==> src/rtl/frp_pkg.sv <==
// Shared types, constants and helpers for the funnel restraint potential core.
// No dependencies; every other file imports this package.
`timescale 1ns / 1ps

package frp_pkg;

  localparam int COORD_W   = 32;
  localparam int FRAC_BITS = 16;
  localparam int ENERGY_W  = 47;
  localparam int FORCE_W   = 48;
  localparam int CFG_IDX_W = 3;
  localparam int QDEPTH    = 4;
  localparam int QPTR_W    = 2;

  localparam logic [CFG_IDX_W-1:0] CFG_SPHERE_MODE   = 3'd0;
  localparam logic [CFG_IDX_W-1:0] CFG_CYL_RADIUS    = 3'd1;
  localparam logic [CFG_IDX_W-1:0] CFG_SWITCH_POINT  = 3'd2;
  localparam logic [CFG_IDX_W-1:0] CFG_CONE_TANGENT  = 3'd3;
  localparam logic [CFG_IDX_W-1:0] CFG_FORCE_CONST   = 3'd4;
  localparam logic [CFG_IDX_W-1:0] CFG_OUTER_SLOPE   = 3'd5;

  typedef enum logic [1:0] {
    RGN_INSIDE = 2'd0,
    RGN_CURVED = 2'd1,
    RGN_CYL    = 2'd2,
    RGN_SLOPE  = 2'd3
  } region_t;

  typedef struct packed {
    logic        sphere_mode;
    logic [30:0] cyl_radius;
    logic [30:0] switch_point;
    logic [30:0] cone_tangent;
    logic [31:0] force_constant;
    logic [30:0] outer_slope;
  } cfg_t;

  // One classified point, handed from the front end to the back end.
  typedef struct packed {
    region_t     region;
    logic        s_neg;
    logic [31:0] abs_s;
    logic [30:0] z;
    logic [30:0] d;      // cone mode wall distance
    logic [30:0] zr;     // z - cyl_radius
    logic [63:0] nval;   // s*s + z*z, or z*z on the sloped wall
  } item_t;

  typedef struct packed {
    logic [ENERGY_W-1:0] energy;
    logic [FORCE_W-1:0]  force_axial;
    logic [FORCE_W-1:0]  force_radial;
    region_t             region;
    logic                saturated;
  } result_t;

  typedef struct packed {
    logic               sat;
    logic [FORCE_W-1:0] val;
  } force_t;

  typedef enum logic [3:0] {
    B_IDLE, B_QDIV, B_QADD, B_QSQ, B_QSUM, B_SQRT, B_DIST, B_MUL, B_FDIV, B_DONE
  } bstate_t;

  // Clip a force magnitude to the signed output range and apply the sign.
  function automatic force_t clip_force(input logic [71:0] mag, input logic neg);
    logic [71:0]        lim;
    logic [FORCE_W-1:0] m;
    force_t             r;
    lim   = neg ? (72'd1 << (FORCE_W - 1)) : ((72'd1 << (FORCE_W - 1)) - 72'd1);
    r.sat = mag > lim;
    m     = r.sat ? lim[FORCE_W-1:0] : mag[FORCE_W-1:0];
    r.val = neg ? (FORCE_W'(0) - m) : m;
    return r;
  endfunction

endpackage

==> src/rtl/frp_queue.sv <==
// Short FIFO of classified points between the front and back ends.
// Uses frp_pkg for item_t and the depth constants.
`timescale 1ns / 1ps

module frp_queue
  import frp_pkg::*;
(
  input  logic  clk,
  input  logic  rst,
  input  logic  push,
  input  item_t wdata,
  output logic  full,
  input  logic  pop,
  output item_t rdata,
  output logic  valid
);

  item_t             mem [QDEPTH];
  logic [QPTR_W-1:0] wptr, rptr;
  logic [QPTR_W:0]   cnt;
  logic              do_push, do_pop;

  assign full    = cnt == (QPTR_W + 1)'(QDEPTH);
  assign valid   = cnt != '0;
  assign do_push = push && !full;
  assign do_pop  = pop && valid;
  assign rdata   = mem[rptr];

  always_ff @(posedge clk) begin
    if (rst) begin
      wptr <= '0;
      rptr <= '0;
      cnt  <= '0;
    end else begin
      if (do_push) wptr <= wptr + 1'b1;
      if (do_pop) rptr <= rptr + 1'b1;
      case ({do_push, do_pop})
        2'b10:   cnt <= cnt + 1'b1;
        2'b01:   cnt <= cnt - 1'b1;
        default: cnt <= cnt;
      endcase
    end
  end

  always_ff @(posedge clk) begin
    if (do_push) mem[wptr] <= wdata;
  end

endmodule

==> config.mk <==
export PLATFORM = sky130hd
export DESIGN_NAME = frp_queue
export DESIGN_NICKNAME = d
export VERILOG_FILES = /design/src/rtl/frp_pkg.sv /design/src/rtl/frp_queue.sv
export SDC_FILE = /design/constraint.sdc
export NUM_CORES = 1
export LEC_CHECK = 0
export BUFFER_PORTS_ARGS = -buffer_cell sky130_fd_sc_hd__buf_2
export CELL_PAD_IN_SITES_DETAIL_PLACEMENT = 0
export CELL_PAD_IN_SITES_GLOBAL_PLACEMENT = 2
export CORE_ASPECT_RATIO = 1.5
export CORE_MARGIN = 2
export CORE_UTILIZATION = 45
export DETAILED_ROUTE_END_ITERATION = 10
export HOLD_SLACK_MARGIN = 0.02
export PLACE_DENSITY = 0.89
export SYNTH_ARGS = -nofsm -noshare
export SYNTH_HDL_FRONTEND = slang
export SYNTH_SLANG_ARGS = --single-unit
==> constraint.sdc <==
create_clock -name clk -period 7.9 [get_ports clk]
set_input_delay 1.185 -clock clk [delete_from_list [all_inputs] [get_ports clk]]
set_output_delay 1.185 -clock clk [all_outputs]
set_load 0.005 [all_outputs]
# Word-level counts from Yosys, hierarchy flattened
# Memory sizes are Yosys's and may differ from the RTL's. A register that Yosys moved wholly into a read port is not among the register bits.
# Index checks and enable logic that the tools add are counted.
# op_classes
reduce_logical	5
n_mux	5
eq_ne	3
n_addsub	4
# op_table
operator	count
3-bit one-hot mux with 2 select lines	1
2-bit by 1-bit adder with 2-bit output (second input constant)	2
2-bit 2-to-1 mux	2
3-bit by 1-bit adder with 3-bit output (second input constant)	1
3-bit == test (second input constant)	1
3-bit nonzero test	1
3-bit by 1-bit subtractor with 3-bit output (second input constant)	1
2-bit by 1-bit == test with 1-bit output (second input constant)	1
2-bit == test (second input constant)	1
1-bit logical AND	2
1-bit 2-to-1 mux	2
2-bit nonzero test	1
1-bit zero test	1
# totals
word_cells	21
output_inout_bits	194
inputBits	196
ramBits	768
memories	1
register_bits	7
# memory_table
name	words	width	rd	rd_ports_with_merged_regs	wr	line	rtl
mem	4	192	1	1	1	frp_queue.sv:18	item_t mem [QDEPTH];

# Logic depth before layout (Yosys ltp)
# depth
ltp_word	5
ltp_mapped	9
depth_no_buf	9

# Least setup slack after synthesis
# No wires, ideal clock.
# synth_path
kind	input port to flip-flop
from	input port push
to	memory mem[0][0] (netlist name), enable pin
path_buffers	0
stages	3
required_time_ns	7.324
setup_time_ns	0.576
setup_slack_ns	1.436
arrival_time_ns	5.888
cell_sequence	inv_1 nor2_1 and2_1
# synth_between
elab_chain_cells	3
# synth_lines
item	line	rtl
from (decl)	frp_queue.sv:10	input logic push,
1-bit logical AND	frp_queue.sv:25	assign do_push = push && !full;
1-bit 2-to-1 mux	frp_queue.sv:46	if (do_push) mem[wptr] <= wdata;
1-bit 2-to-1 mux (not written as such)	frp_queue.sv:46	
to (decl)	frp_queue.sv:18	
# Every way passes these cells.

==> qor.yml <==
setup_path:
  r2r-end: "mem[0][161]$_DFFE_PP_"
  worstSetupPathType: "flip-flop to output pin"
  r2r_cells: 4
  startpoint_type: "flip-flop"
  r2r_start: "cnt[0]$_SDFFE_PP0P_"
  ff2ff_setup_slack_ns: 4.95
  worstPathArrival_ns: 3.32
  crit_required_ns: 6.71
  crit_path_max_fanout: 50
  endpoint: "rdata[145]"
  cp-end-kind: "output pin"
synthesis:
  synth-main-ff-cell: "edfxtp_1"
  syn_area_per_cell_um2: 26.9
  yosysTopAreaCellShare_pct: 81.3
  synth_most_common_cell: "edfxtp_1"
  yosys.area.top_type: "edfxtp_1"
  synth_commonest_cells: "768 x edfxtp_1, 192 x mux4_2, 20 x buf_12, 18 x buf_2, 9 x dfxtp_1"
  ys_ff_latch: 777
  yosys_warnings: 0
  syn_area_mm2: 0.0284
  synth-seq-area-share_pct: 81.9
  syn_nets: 1257
  syn_inst: 1055
  yosysUniqueCellTypes: 24
  ys_async_sr_fraction_pct: 0
  synth_area_leaders: "edfxtp_1 81%, mux4_2 15%, buf_12 1.4%"
  synth_edf_count: 768
run:
  drv_cap: 0
timing:
  setup_slack_ns: 3.39
  setup_viol: 0
  hold_viol_final: 0
  fmax_mhz: 222
  whs_ns: 0.533
  final.period_utilization_pct: 57.1
  period_minus_slack_ns: 4.51
  relSlewSlack_pct: 20.6
  fin_skew_ns: 0.0210
  slew_violations: 0
  fin_setup_tns_ns: 0
  tightestPinTransition_ns: 1.19
  rsz0062_at_grt: "false"
cts:
  cts_buffer_depth: 3
  cts_setup_buffers: 0
  cts_resized: 0
  clk_pin_slew_ns: 0.06
  numCtsBuffers: 72
  htreeDepth: 3
  postCtsHoldBufs: 0
  cts_root_buffer: "clkbuf_16"
  insertion_delay_ns: 0.61
  tritoncts: "yes"
  clock_sinks: 777
die:
  dieWidth_um: 209
  coreArea_mm2: 0.0624
  initial_core_util_pct: 45.5
  dieArea_mm2: 0.0651
  die_y_um: 312
  rows: 112
  io_pins: 390
power:
  power.leakage_nw: 11.0
  ir_drop_mv: 0.219
  powerDensity_mw_per_mm2: 319
drt:
  drcViolationCount: 0
  wire_per_inst_um: 23.1
  num_vias: 12500
  wl_um: 54100
  dr.first_iter.drc_count: 930
  ant_nets: 0
  via_per_inst: 5.35
  drt_first_pass_iters: 4
global_routing:
  grt.overflow.total: 0
  grt_pass1_vias: 13500
  grt_start_max_net_pins: 155
  antenna_found_initial: 16
  track_usage_pct: 16.9
  grt_pass1_wl_um: 82300
finish:
  fin_nets: 1685
  drive_gt1_share_pct: 45.4
  regArea_mm2: 0.0232
  multiInputGateArea_mm2: 0.00459
  design_area_mm2: 0.0333
  final_core_util_pct: 53.4
  syn2layout_area_growth_pct: 17.4
  fill_cells: 4660
placed_design:
  hpwl_um: 32100
  dp_slack_ns: 3.79
  gp_congestion: 0.731
  place_area_mm2: 0.0309
  portBuffers: 389
worst_hold_path:
  hold_start: "wptr[1]$_SDFFE_PP0P_"
  hold_path_depth: 2
  min_path_type: "flip-flop to flip-flop"
status:
  status: "complete, no violations"
-- flip-flops by register name, summed over array words and instances, names as in the netlist, named ones only --
| signal | flops |
|---|---|
| cnt | 3 |
| mem | 768 |
| rptr | 2 |
| wptr | 2 |
-- placed cells by master (no fill, tap or decap), types with 2 or more instances in the layout --
master	count
a21oi_1	3
and2_4	4
buf_12	5
buf_2	389
buf_4	4
bufinv_16	8
clkbuf_1	12
clkbuf_16	76
clkinv_1	13
clkinv_2	9
clkinvlp_4	3
dfxtp_1	7
dfxtp_4	2
diode_2	9
edfxtp_1	768
ha_1	5
inv_1	7
inv_6	2
mux4_2	192
nand2b_1	2
nor2_1	7
o21ai_0	2
or3_1	3
xor2_1	3
-- power breakdown --
| group | total [mW] | switching [mW] | internal (mW) |
|---|---|---|---|
| combinational | 2.10 | 1.01 | 1.09 |
| sequential | 5.08 | 0.155 | 4.93 |
| clock | 3.44 | 1.42 | 2.02 |
-- through the flow --
stage,power [mW],instances
global route,11.1,2339
global placement,7.30,2207
detailed placement,7.34,2207
CTS,10.8,2332
floorplan,6.69,1055
finish,10.6,2341
-- routing by layer --
layer	up-vias	GRT usage [%]	wire, µm
met4	12	6.77	1630
li1	5423	-	-
met2	425	29.3	28900
met5	-	0	81
met3	106	4.90	3990
met1	6562	19.7	19500
-- worst max-delay path, stage by stage (launching register included) --
cell and delay, ns:
dfxtp_4 0.96, buf_4 0.90, mux4_2 0.62, buf_2 0.15
-- kinds of logic (layout without fill, tap and decap cells) --
family | Yosys count | count (layout) | share of synthesized area, %
other | 0 | 9 | 0
adder cells (fa/ha/maj) | 6 | 6 | 0.291
AND/OR/NAND/NOR | 17 | 17 | 0.317
AO/OA/AOI/OAI | 7 | 7 | 0.150
XOR/XNOR | 4 | 4 | 0.123
multiplexers | 193 | 193 | 15.3
flip-flops | 777 | 777 | 81.9
buffers and inverters | 51 | 530 | 1.94
-- area by class of cell --
type / count / area share (%)
timing repair buffer: 398 / 6.23
clock inverter: 36 / 1.17
inverter: 7 / 0.0789
multi-input combinational: 227 / 13.8
sequential: 777 / 69.8
antenna: 9 / 0.0676
clock buffer: 89 / 5.88
tap: 798 / 3.00
-- how the worst min path moves through the flow --
stage | endpoint
floorplan | wptr[1]$_SDFFE_PP0P_
global placement | wptr[1]$_SDFFE_PP0P_
detailed placement | wptr[0]$_SDFFE_PP0P_
CTS | wptr[0]$_SDFFE_PP0P_
global route | wptr[0]$_SDFFE_PP0P_
finish | wptr[1]$_SDFFE_PP0P_
Power figures use the tool's default switching activity.
